`src/rtl/core/sti_pkg.sv`:
```
// ----------------------------------------------------------------------------
// sti_pkg: shared types and constants of the sorted table
// Request, result and cell token layouts, operation and error codes.
// ----------------------------------------------------------------------------
package sti_pkg;

  localparam int CAPACITY    = 64;
  localparam int VALUE_WIDTH = 32;
  localparam int INDEX_WIDTH = 6;
  localparam int COUNT_WIDTH = 7;

  // Register index of order_mode, as seen on paddr[2].
  localparam logic REG_ORDER_MODE = 1'b0;

  typedef enum logic [1:0] {
    KIND_INSERT = 2'd0,
    KIND_REMOVE = 2'd1,
    KIND_READ   = 2'd2,
    KIND_SEARCH = 2'd3
  } kind_t;

  typedef enum logic [1:0] {
    ERR_OK    = 2'd0,
    ERR_INDEX = 2'd1,
    ERR_FULL  = 2'd2
  } err_t;

  typedef struct packed {
    kind_t                          kind;
    logic signed [VALUE_WIDTH-1:0]  value;
    logic        [INDEX_WIDTH-1:0]  index;
  } req_t;

  typedef struct packed {
    logic signed [VALUE_WIDTH-1:0]  data_out;
    logic        [INDEX_WIDTH-1:0]  position;
    logic                           found;
    logic        [1:0]              error_code;
    logic        [COUNT_WIDTH-1:0]  entry_count;
    logic                           is_empty;
  } rsp_t;

  // Operation token that walks down the row of cells, one cell per cycle.
  typedef struct packed {
    logic                           active;
    kind_t                          kind;
    logic signed [VALUE_WIDTH-1:0]  value;
    logic        [INDEX_WIDTH-1:0]  index;
    logic                           placed;
    logic                           found;
    logic        [INDEX_WIDTH-1:0]  position;
    logic signed [VALUE_WIDTH-1:0]  data;
  } tok_t;

endpackage

```
`src/rtl/core/sti_cell.sv`:
```
// ----------------------------------------------------------------------------
// sti_cell: one slot of the sorted table
// Holds one entry and applies the passing operation token to it.
// ----------------------------------------------------------------------------
module sti_cell #(
  parameter int CELL_IDX = 0
) (
  input  logic                                     clk,
  input  logic                                     rst,
  input  logic [sti_pkg::COUNT_WIDTH-1:0]          count,
  input  logic                                     order_mode,
  input  sti_pkg::tok_t                            tok_in,
  input  logic signed [sti_pkg::VALUE_WIDTH-1:0]   right_value,
  output sti_pkg::tok_t                            tok_out,
  output logic signed [sti_pkg::VALUE_WIDTH-1:0]   value_out
);

  localparam logic [sti_pkg::COUNT_WIDTH-1:0] MY_SLOT  = sti_pkg::COUNT_WIDTH'(CELL_IDX);
  localparam logic [sti_pkg::INDEX_WIDTH-1:0] MY_INDEX = sti_pkg::INDEX_WIDTH'(CELL_IDX);

  logic signed [sti_pkg::VALUE_WIDTH-1:0] stored;
  logic signed [sti_pkg::VALUE_WIDTH-1:0] stored_next;
  sti_pkg::tok_t                          tok_next;
  logic                                   occupied;
  logic                                   precedes;

  assign occupied  = (MY_SLOT < count);
  assign precedes  = order_mode ? (tok_in.value >= stored) : (tok_in.value <= stored);
  assign value_out = stored;

  always_comb begin
    tok_next    = tok_in;
    stored_next = stored;
    if (tok_in.active) begin
      case (tok_in.kind)
        sti_pkg::KIND_INSERT: begin
          // Once the new value has found its slot, every later cell swaps.
          if (tok_in.placed || !occupied || precedes) begin
            stored_next     = tok_in.value;
            tok_next.value  = stored;
            tok_next.placed = 1'b1;
          end
        end
        sti_pkg::KIND_REMOVE: begin
          if (tok_in.index == MY_INDEX) begin
            tok_next.data = stored;
          end
          if (tok_in.index <= MY_INDEX) begin
            stored_next = right_value;
          end
        end
        sti_pkg::KIND_READ: begin
          if (tok_in.index == MY_INDEX) begin
            tok_next.data = stored;
          end
        end
        sti_pkg::KIND_SEARCH: begin
          if (!tok_in.found && occupied && (tok_in.value == stored)) begin
            tok_next.found    = 1'b1;
            tok_next.position = MY_INDEX;
          end
        end
        default: begin
        end
      endcase
    end
  end

  always_ff @(posedge clk) begin
    stored <= stored_next;
  end

  always_ff @(posedge clk) begin
    if (rst) begin
      tok_out.active <= 1'b0;
    end else begin
      tok_out <= tok_next;
    end
  end

endmodule

```
`config.mk`:
```
export PLATFORM = sky130hd
export DESIGN_NAME = sti_cell
export DESIGN_NICKNAME = d
export VERILOG_FILES = /design/src/rtl/core/sti_pkg.sv /design/src/rtl/core/sti_cell.sv
export SDC_FILE = /design/constraint.sdc
export NUM_CORES = 1
export LEC_CHECK = 0
export BUFFER_PORTS_ARGS = -buffer_cell sky130_fd_sc_hd__buf_2
export CAP_MARGIN = 20
export CORE_ASPECT_RATIO = 2
export CORE_MARGIN = 3
export CORE_UTILIZATION = 48
export DETAILED_ROUTE_END_ITERATION = 16
export MAX_ROUTING_LAYER = met4
export PLACE_DENSITY = 0.8
export SYNTH_ARGS = -nofsm -noshare
export SYNTH_HDL_FRONTEND = slang
export SYNTH_SLANG_ARGS = --single-unit
```
`constraint.sdc`:
```
create_clock -name clk -period 6.8 [get_ports clk]
set_input_delay 0.68 -clock clk [delete_from_list [all_inputs] [get_ports clk]]
set_output_delay 0.68 -clock clk [all_outputs]
set_load 0.005 [all_outputs]
```
# Yosys cells after proc, flatten, opt, wreduce, memory -nomap -nowiden
# Cells that the tools add are included.
# classes
magnitude_cmp	4
eq_ne	6
mux	14
reduce_logical	11
# ops
op	n
2-to-1 mux 32 bit	7
one-hot mux 32 bit (2 select lines)	1
2-to-1 mux 40 bit	1
equality test 32 bit	1
>= comparator 32 bit	1
less-or-equal comparator 32 bit	1
2-to-1 mux 7 bit	2
< comparator 1 x 7 -> 1 bit (first input constant)	1
less-or-equal comparator 6 x 1 -> 1 bit (second input constant)	1
logical NOT 6 bit	1
equality test 2 bit (second input constant)	2
!= test 2 bit (second input constant)	2
AND reduction 4 bit	1
2-to-1 mux 1 bit	3
equality test 2 x 1 -> 1 bit (second input constant)	1
logical AND 1 bit	2
logical NOT 1 bit	2
logical NOT 2 bit	1
logical OR 1 bit	2
nonzero test 2 bit	1
OR reduction 2 bit	1
# word_totals
register_bits	113
inputBits	123
out_inout_bits	113
wordCells	44

# Logic depth before layout (Yosys ltp)
# Gate-level depths: netlist of the first run.
# depth
depth_word	7
ltp_mapped	10
ltp_nobuf	9

# Least setup slack after synthesis of the first run
# No wires, ideal clock.
# synth_timing
path_kind	input -> register
start	input port tok_in[61] in the netlist's numbering
end	register stored (netlist bit value_out[0]) (enable)
setup_ns	0.470
arrival_ns	4.615
required_ns	6.330
slack_ns	1.715
stages	8
n_path_buf	0
path_cell_list	ha_1 and4_4 nand2_1 and3b_2 o41ai_2 and4_2 nor3_1 a211oi_1
# synth_via
elab_chain_cells	5
elab_cells_between_ends	6
cone_classes	2 x order compare; 1 x eq/ne; 1 x mux; 2 x reduce/logical
# synth_lines
element	line_no	source
from (decl)	sti_cell.sv:12	input sti_pkg::tok_t tok_in,
less-or-equal comparator 32 bit / >= comparator 32 bit (equally long branches)	sti_cell.sv:28	assign precedes = order_mode ? (tok_in.value >= stored) : (tok_in.value <= stored);
2-to-1 mux 1 bit *	sti_cell.sv:28	
logical OR 1 bit *	sti_cell.sv:38	if (tok_in.placed || !occupied || precedes) begin
!= test 2 bit (no source line) *	-	
AND reduction 4 bit (no source line) *	-	
to (signal assigned)	sti_cell.sv:70	stored <= stored_next;
to (decl)	sti_cell.sv:21	logic signed [sti_pkg::VALUE_WIDTH-1:0] stored;
# Every way passes the cells marked *; elsewhere a longest branch is shown, timed or not.
# A chain may end at the register's enable or synchronous reset.

# Worst setup path in the final report of the first run
# layout_timing
start	register stored (netlist bit value_out[31])
end	register stored (netlist bit value_out[11]) (enable)
# layout_via
elab_chain_cells	5
elab_cells_between_ends	6
cone_classes	2 x order compare; 1 x eq/ne; 1 x mux; 2 x reduce/logical
# layout_lines
element	line_no
less-or-equal comparator 32 bit / >= comparator 32 bit (equally long branches)	sti_cell.sv:28
2-to-1 mux 1 bit *	sti_cell.sv:28
logical OR 1 bit *	sti_cell.sv:38
!= test 2 bit (no source line) *	-
AND reduction 4 bit (no source line) *	-
# Marked as above.

==> results of run 1 <==
[layout by cell type (no fill, tap or decap), types with 2 or more instances in the layout]
cell and count:
nor2b_1 2, o21ai_0 36, and2_1 6, o211ai_1 2
bufinv_16 3, edfxtp_1 112, inv_1 34, a21oi_1 15
nand4_1 7, nor4_1 3, buf_4 5, diode_2 3
mux2_2 64, clkinvlp_4 5, buf_2 235, nand2_1 43
ha_1 34, nor2_1 3, clkbuf_16 17, nand3_1 2
clkinv_2 4, clkinv_1 2
[per-stage QoR]
stage	worst slack [ns]	std cells	hold WS, ns	util (%)
after floorplan	1.72	400	0.603	-
after global placement	2.65	767	0.593	61.7
after detailed placement	2.50	767	0.600	61.7
after CTS	2.85	799	0.446	67.1
after global routing	2.62	802	0.451	67.1
final	2.93	802	0.464	67.1
[final timing paths]
path,from,endpoint,slack [ns],cells after the start
setup / recovery,value_out[31],value_out[11],2.93,9
hold / removal,rst,tok_out[80],0.46,2
setup reg to reg,value_out[31],value_out[11],2.93,9
hold reg to reg,value_out[24],tok_out[70],0.61,1
[state kept, by name, summed over array words and instances (netlist names)]
signal and count:
tok_out 81, value_out 32
[cells by family after synthesis]
family	count (synthesis)
AOI/OAI and AO/OA	62
xor gates and xnor gates	1
adders and majority gates	35
buffers and inverters	48
muxes	64
DFF	113
and+or+nand+nor	77
[power groups by stage]
| stage | clock, mW | combinational [mW] | sequential [mW] |
|---|---|---|---|
| 5_1_grt | 0.930 | 0.232 | 0.836 |
| 3_3_place_gp | 0 | 0.200 | 0.844 |
| 6_report | 0.887 | 0.210 | 0.832 |
| 3_5_place_dp | 0 | 0.208 | 0.846 |
| 2_1_floorplan | 0 | 0.0920 | 0.852 |
| 4_1_cts | 0.901 | 0.211 | 0.832 |
[critical path, delay by kind of cell, from the launching register on]
kind | cells | cell delay, ns
compound gates | 1 | 0.80
fa+ha+maj | 1 | 0.35
buf+inv | 2 | 0.46
flops | 1 | 0.37
simple gates | 5 | 1.55
[area by class of cell]
class                   count  area [sq um]
diodes                      3          7.51
clock buffers              17           425
clock inverters            15           168
fillers                   859          3640
inverters                  35           133
multi-input cells         239          1930
flip-flops and latches    113          3380
well taps                 140           175
repair buffers            240          1210
[per-layer routing]
layer | vias up | global-route usage [%] | routed length (um)
li1 | 1995 | - | -
met1 | 2059 | 25.6 | 5270
met2 | 172 | 44.1 | 8980
met3 | 25 | 4.75 | 792
met4 | 0 | 11.7 | 329
met5 | - | - | 0
==> results_dict.tcl, run 1 <==
set metrics [dict create \
    status "completed" \
    final_area_sq_um 7440 \
    slowest_stage "a211oi_4" \
    grt_max_degree 52 \
    io_buffers 235 \
    grt_usage_pct 24.9 \
    rsz0062_at_grt "false" \
    insertion_delay_ns 0.40 \
    sw_frac_of_total_pct 22.6 \
    avgSynthCellArea_sq_um 13.8 \
    yosys.area_share.adder_pct 7.96 \
    drc 0 \
    p_leak_nw 3.34 \
    ir_drop_v 0.000234 \
    yosysUniqueCellTypes 38 \
    drv_cap 0 \
    synth_seq_area_share_pct 61.5 \
    cts_tree "yes" \
    vias 4251 \
    syn_area_sq_um 5500 \
    synth_flop_cell "edfxtp_1" \
    dieArea_sq_um 12900 \
    arrival_ns 3.95 \
    ant_nets 0 \
    synth_top_family_by_area "multiplexers" \
    final_nets 804 \
    synth_xor_area_share_pct 0.159 \
    synth_top_area_share_pct 61.1 \
    route.final.wire_length_um 15400 \
    clkSinkCount 113 \
    slew_violations 0 \
    final-setup-viol-count 0 \
    cp-end-kind "flop" \
    hold_violations 0 \
    ctsResizeCount 0 \
    ys_warn_count 0 \
    fmax_mhz 258 \
    criticalPathCategory "flop to flop" \
    grt_pass1_vias 4446 \
    synth_nets 558 \
    gr-total-overflow 0 \
    firstDrtPassIters 5 \
    clock-root-buffer "clkbuf_16" \
    die_height_um 157 \
    rows 54 \
    cp-start-kind "flop" \
    muxShareOfSynthArea_pct 13.1 \
    cts_max_level 4 \
    routed_via_density 5.30 \
    cts_inserted_buffers 17 \
    cts_setup_buffers 0 \
    slew_headroom_pct 39.6 \
    finalCritPeriodShare_pct 57.0 \
    placed_area_sq_um 6840 \
    hold_class "primary input to flop" \
    coreArea_sq_um 11100 \
    synth_seq_cells 113 \
    hold_buffers 0 \
    p_int_mw 1.49 \
    syn_inst 400 \
    clkPwrFrac_pct 46.0 \
    start_util_pct 49.7 \
    initialDrtViolationCount 160 \
    worst_slew_pin_slew_ns 0.903 \
    fp.dieW_um 81.7 \
    synth_common_cells "edfxtp_1 (112), mux2_2 (64), nand2_1 (43)" \
    gp_congestion 0.840 \
    clk_pin_slew_ns 0.06 \
    seq_power_share_pct 43.1 \
    synth-simple-area-share_pct 6.98 \
    critPathMaxFanout 17 \
    synth_area_leader_cell "edfxtp_1" \
    power_density_nw_per_um2 259 \
    required_ns 6.88 \
    cp_cell_sequence "inv_1, ha_1, nand4_1, nor4_1, nor3b_1, or3_1, nor3_1, a211oi_4, buf_4" \
    drt-wirelength-per-cell_um 19.2 \
    yosysMostFrequentCell "edfxtp_1" \
    fin_crit_ns 3.87 \
    cts_buffer_depth 2 \
    synthArstFlopShare_pct 0 \
    power_mw 1.93 \
    synth_edf_count 112 \
    skew_ns 0.00956 \
    io-pin-count 236 \
    synth_area_leaders "edfxtp_1 (61%), mux2_2 (13%), ha_1 (8.0%)" \
    combPwrFrac_pct 10.9 \
    drive_above_1_share_pct 51.9 \
    p_sw_uw 437 \
    grt_pass1_wl_um 22800 \
    antenna_found_initial 3 \
    synth_compound_area_share_pct 6.66 \
    dp_hpwl_um 11500 \
    area_growth_syn_to_layout_pct 35.1 \
    max_stage_delay_ns 0.80 \
    tns_ns 0 \
]
Note: power is estimated with default switching activity, not from simulation.
==> inputs of run 2 (changes only) <==
--- a/config.mk
+++ b/config.mk
@@ -9,10 +9,10 @@
 export CAP_MARGIN = 20
 export CORE_ASPECT_RATIO = 2
 export CORE_MARGIN = 3
-export CORE_UTILIZATION = 48
+export CORE_UTILIZATION = 43
 export DETAILED_ROUTE_END_ITERATION = 16
 export MAX_ROUTING_LAYER = met4
-export PLACE_DENSITY = 0.8
+export PLACE_DENSITY = 0.76
 export SYNTH_ARGS = -nofsm -noshare
 export SYNTH_HDL_FRONTEND = slang
 export SYNTH_SLANG_ARGS = --single-unit
==> constraint.sdc (replaced) <==
create_clock -name clk -period 3.55 [get_ports clk]
set_input_delay 0.355 -clock clk [delete_from_list [all_inputs] [get_ports clk]]
set_output_delay 0.355 -clock clk [all_outputs]
set_load 0.005 [all_outputs]
==> results_dict.tcl, run 2 (synthesized netlist as in run 1, its figures left out) <==
set metrics [dict create \
    final_area_sq_um 7520 \
    grt_pass1_vias 4500 \
    slowest_stage "o41ai_2" \
    cts_inserted_buffers 17 \
    num-fill-cells 996 \
    die_height_um 166 \
    final_cells 810 \
    rows 57 \
    p_sw_uw 846 \
    ant_nets 0 \
    clock-root-buffer "clkbuf_16" \
    utilization_pct 61.0 \
    fin_crit_ns 3.21 \
    combPwrFrac_pct 10.7 \
    gr-total-overflow 0 \
    firstDrtPassIters 4 \
    gp_congestion 0.849 \
    coreArea_sq_um 12300 \
    crit_family "compound AO/OA/AOI/OAI gates" \
    p_int_mw 2.94 \
    ir_drop_v 0.000338 \
    largest_reg_flops 81 \
    cts_max_level 4 \
    cp-end-kind "flop" \
    antenna_found_initial 1 \
    hold_class "primary input to flop" \
    regMostFlops "tok_out" \
    hold_violations 0 \
    ctsResizeCount 0 \
    start_util_pct 44.6 \
    clkPwrFrac_pct 47.2 \
    dp_hpwl_um 11600 \
    criticalPathCategory "flop to flop" \
    finalCritPeriodShare_pct 90.4 \
    required_ns 3.70 \
    grt_pass1_wl_um 23000 \
    worst_slew_pin_slew_ns 0.662 \
    fmax_mhz 312 \
    placed_area_sq_um 6910 \
    dieArea_sq_um 14300 \
    cts_setup_buffers 0 \
    placed_cells 777 \
    io_buffers 235 \
    slew_headroom_pct 55.8 \
    power_mw 3.78 \
    clkSinkCount 113 \
    slew_violations 0 \
    cts_buffer_depth 2 \
    hp-start "rst" \
    route.final.wire_length_um 15200 \
    tns_ns 0 \
    critPathMaxFanout 26 \
    cts_tree "yes" \
    final_common_cell "buf_2" \
    drive_above_1_share_pct 52.0 \
    drt-wirelength-per-cell_um 18.8 \
    drc 0 \
    final-setup-viol-count 0 \
    skew_ns 0.0112 \
    r2r_start "value_out[15]" \
    hold_buffers 0 \
    final_nets 807 \
    worst-path-buf-inv 2 \
    initialDrtViolationCount 165 \
    area_growth_syn_to_layout_pct 36.7 \
    cp-start-kind "flop" \
    drv_cap 0 \
    fp.dieW_um 86 \
    arrival_ns 3.36 \
    p_leak_nw 3.39 \
    insertion_delay_ns 0.40 \
    crit_start "value_out[15]" \
    regArea_sq_um 3380 \
    max_stage_delay_ns 0.47 \
    routed_via_density 5.21 \
    cp_cell_sequence "inv_1, ha_1, and4_4, nand2_1, and3b_2, o41ai_2, a31oi_1, o311ai_4, buf_12, mux2_2" \
    io-pin-count 236 \
    vias 4222 \
    rsz0062_at_grt "false" \
    layout_common_cells "buf_2 (235), edfxtp_1 (112), mux2_2 (64)" \
    grt_max_degree 52 \
    power_density_nw_per_um2 503 \
    seq_power_share_pct 42.1 \
    clk_pin_slew_ns 0.06 \
    status "completed" \
    grt_usage_pct 21.8 \
    multi_input_area_sq_um 1930 \
    sw_frac_of_total_pct 22.4 \
]
-- run 2: cell types whose count changed in the layout (fill, tap and decap cells not counted) --
cell	change
buf_12	+3
bufinv_16	+1
clkbuf_1	+1
clkinv_2	-1
clkinv_4	-1
clkinvlp_4	-2
diode_2	-2
inv_6	+2
-- run 2: metal layers --
layer	vias to the layer above	GRT usage, %	wire [um]
li1	2000	-	-
met1	2031	22.1	5380
met2	164	39.5	8700
met3	27	3.82	710
met4	0	10.2	441
met5	-	-	0
-- run 2: path summary, 6_finish.rpt --
check,end,slack [ns],depth (start not counted)
hold reg to reg,tok_out[58],0.62,1
setup / recovery,tok_out[62],0.34,10
hold / removal,tok_out[80],0.14,2
setup reg to reg,tok_out[62],0.34,10
-- run 2: cell type report --
cell class	instances	share of cell area (%)
multi-input combinational	239	25.7
antenna	1	0.0333
sequential	113	45.0
tap	147	2.44
inverter	35	1.76
clock buffer	18	5.70
timing repair buffer	243	16.9
clock inverter	14	2.48
-- run 2: stage by stage --
step / setup slack (ns) / hold WS (ns)
finish: 0.340 / 0.143
global route: 0.199 / 0.126
CTS: 0.315 / 0.124
detailed placement: 0.254 / 0.550
global placement: 0.334 / 0.546
floorplan: 0.280 / 0.427
-- run 2: power by group through the flow --
stage | Sequential, mW | Clock [mW] | Combinational, mW
final | 1.59 | 1.79 | 0.403
after global routing | 1.60 | 1.87 | 0.444
after CTS | 1.59 | 1.81 | 0.408
after detailed placement | 1.62 | 0 | 0.406
after global placement | 1.62 | 0 | 0.389
after floorplan | 1.63 | 0 | 0.179
==> inputs of run 3 (changes only) <==
--- a/config.mk
+++ b/config.mk
@@ -7,12 +7,14 @@
 export LEC_CHECK = 0
 export BUFFER_PORTS_ARGS = -buffer_cell sky130_fd_sc_hd__buf_2
 export CAP_MARGIN = 20
-export CORE_ASPECT_RATIO = 2
+export CELL_PAD_IN_SITES_DETAIL_PLACEMENT = 1
+export CELL_PAD_IN_SITES_GLOBAL_PLACEMENT = 1
+export CORE_ASPECT_RATIO = 0.9
 export CORE_MARGIN = 3
-export CORE_UTILIZATION = 43
+export CORE_UTILIZATION = 34
 export DETAILED_ROUTE_END_ITERATION = 16
 export MAX_ROUTING_LAYER = met4
-export PLACE_DENSITY = 0.76
+export PLACE_DENSITY_LB_ADDON = 0.1
 export SYNTH_ARGS = -nofsm -noshare
 export SYNTH_HDL_FRONTEND = slang
 export SYNTH_SLANG_ARGS = --single-unit
==> results_dict.tcl, run 3 (synthesized netlist as in run 1, its figures left out) <==
set metrics [dict create \
    antenna_found_initial 0 \
    arrival_ns 3.31 \
    drt-wirelength-per-cell_um 18.9 \
    reg2reg_setup_slack_ns 0.39 \
    p_leak_nw 3.33 \
    start_util_pct 35.2 \
    power_density_nw_per_um2 461 \
    holdPathStages 2 \
    required_ns 3.71 \
    worstHoldEndpoint "tok_out[80]" \
    hold_class "primary input to flop" \
    dieArea_sq_um 17800 \
    hold_violations 0 \
    cp-start-kind "flop" \
    die_height_um 127 \
    initialDrtViolationCount 118 \
    cts_tree "yes" \
    regArea_sq_um 3380 \
    worst_slew_pin_slew_ns 0.766 \
    fmax_mhz 317 \
    drv_cap 0 \
    fin_crit_ns 3.16 \
    gp_congestion 0.745 \
    final-setup-viol-count 0 \
    clock-root-buffer "clkbuf_16" \
    final_common_cell "buf_2" \
    area_growth_syn_to_layout_pct 35.2 \
    largest_reg_flops 81 \
    multi_input_area_sq_um 1930 \
    hp-start "rst" \
    gr-total-overflow 0 \
    cp-end-kind "flop" \
    grt_usage_pct 19.2 \
    hold_buffers 0 \
    ir_drop_v 0.000412 \
    finalCritPeriodShare_pct 88.9 \
    firstDrtPassIters 5 \
    slew_headroom_pct 48.4 \
    status "completed" \
    holdWs_ns 0.130 \
    num-fill-cells 1721 \
    r2r_start "value_out[14]" \
    route.final.wire_length_um 16400 \
    rr_endpoint "tok_out[59]" \
    criticalPathCategory "flop to flop" \
    critPathMaxFanout 13 \
    vias 4140 \
    final_cells 864 \
    drive_above_1_share_pct 51.2 \
    final_nets 808 \
    clk_pin_slew_ns 0.05 \
    clkSinkCount 113 \
    io-pin-count 236 \
    placed_cells 833 \
    regMostFlops "tok_out" \
    skew_ns 0.00776 \
    diodes 0 \
    ant_nets 0 \
    tns_ns 0 \
    cts_setup_buffers 0 \
    max_stage_delay_ns 0.42 \
    rows 43 \
    slowest_stage "edfxtp_1" \
    io_buffers 235 \
    r2r_cells 10 \
    insertion_delay_ns 0.41 \
    dp_hpwl_um 12600 \
    rsz0062_at_grt "false" \
    cts_inserted_buffers 17 \
    grt_pass1_vias 4616 \
    cp_cell_sequence "inv_1, ha_1, and4_4, nand2_1, and3b_2, o41ai_2, a31oi_1, o311ai_4, buf_4, mux2_2" \
    power_mw 3.43 \
    ctsResizeCount 0 \
    routed_via_density 4.79 \
    coreArea_sq_um 15700 \
    fp.dieW_um 140 \
    layout_common_cells "buf_2 (235), edfxtp_1 (112), mux2_2 (64)" \
    drc 0 \
    cts_buffer_depth 2 \
    grt_pass1_wl_um 25300 \
    cts_max_level 4 \
    slew_violations 0 \
    grt_max_degree 33 \
]
-- run 3: critical path, delay by kind of cell, from the launching register on --
family,cells,cell delay (ns)
simple gates,3,0.51
buf+inv,2,0.41
fa+ha+maj,1,0.25
compound gates,3,0.93
flops,1,0.42
mux,1,0.37
-- run 3: worst max path at each step --
| stage | start | slack [ns] | end | depth (start not counted) |
|---|---|---|---|---|
| 2_1_floorplan | value_out[15] | 0.28 | value_out[0] | 9 |
| 3_3_place_gp | tok_in[61] | 0.40 | tok_out[61] | 10 |
| 3_5_place_dp | tok_in[53] | 0.33 | tok_out[60] | 10 |
| 4_1_cts | value_out[15] | 0.36 | tok_out[59] | 10 |
| 5_1_grt | value_out[15] | 0.23 | tok_out[59] | 10 |
| 6_report | value_out[14] | 0.39 | tok_out[59] | 10 |
-- run 3: report_power, final --
group | switching, mW | internal (mW)
clock | 0.570 | 0.863
sequential | 0.0271 | 1.57
combinational | 0.209 | 0.199
-- run 3: final cells by class --
class | count | area share, %
Sequential cell | 113 | 45.5
Multi-Input combinational cell | 239 | 26.0
Timing Repair Buffer | 244 | 16.9
Inverter | 35 | 1.78
Clock inverter | 11 | 0.656
Tap cell | 202 | 3.40
Clock buffer | 20 | 5.87
-- run 3: through the flow --
step | area [sq um] | setup WS, ns | utilization [%]
2_1_floorplan | 5520 | 0.280 | -
3_3_place_gp | 6960 | 0.401 | 44.4
3_5_place_dp | 6960 | 0.334 | 44.4
4_1_cts | 7440 | 0.363 | 47.5
5_1_grt | 7440 | 0.235 | 47.5
6_report | 7440 | 0.393 | 47.5
-- run 3: routing by layer --
layer | vias up | part of all wire [%] | GRT usage [%]
li1 | 1995 | - | -
met1 | 1987 | 43 | 22.8
met2 | 147 | 50 | 32.2
met3 | 11 | 6.3 | 5.80
met4 | 0 | 0.97 | 4.56
met5 | - | 0 | -
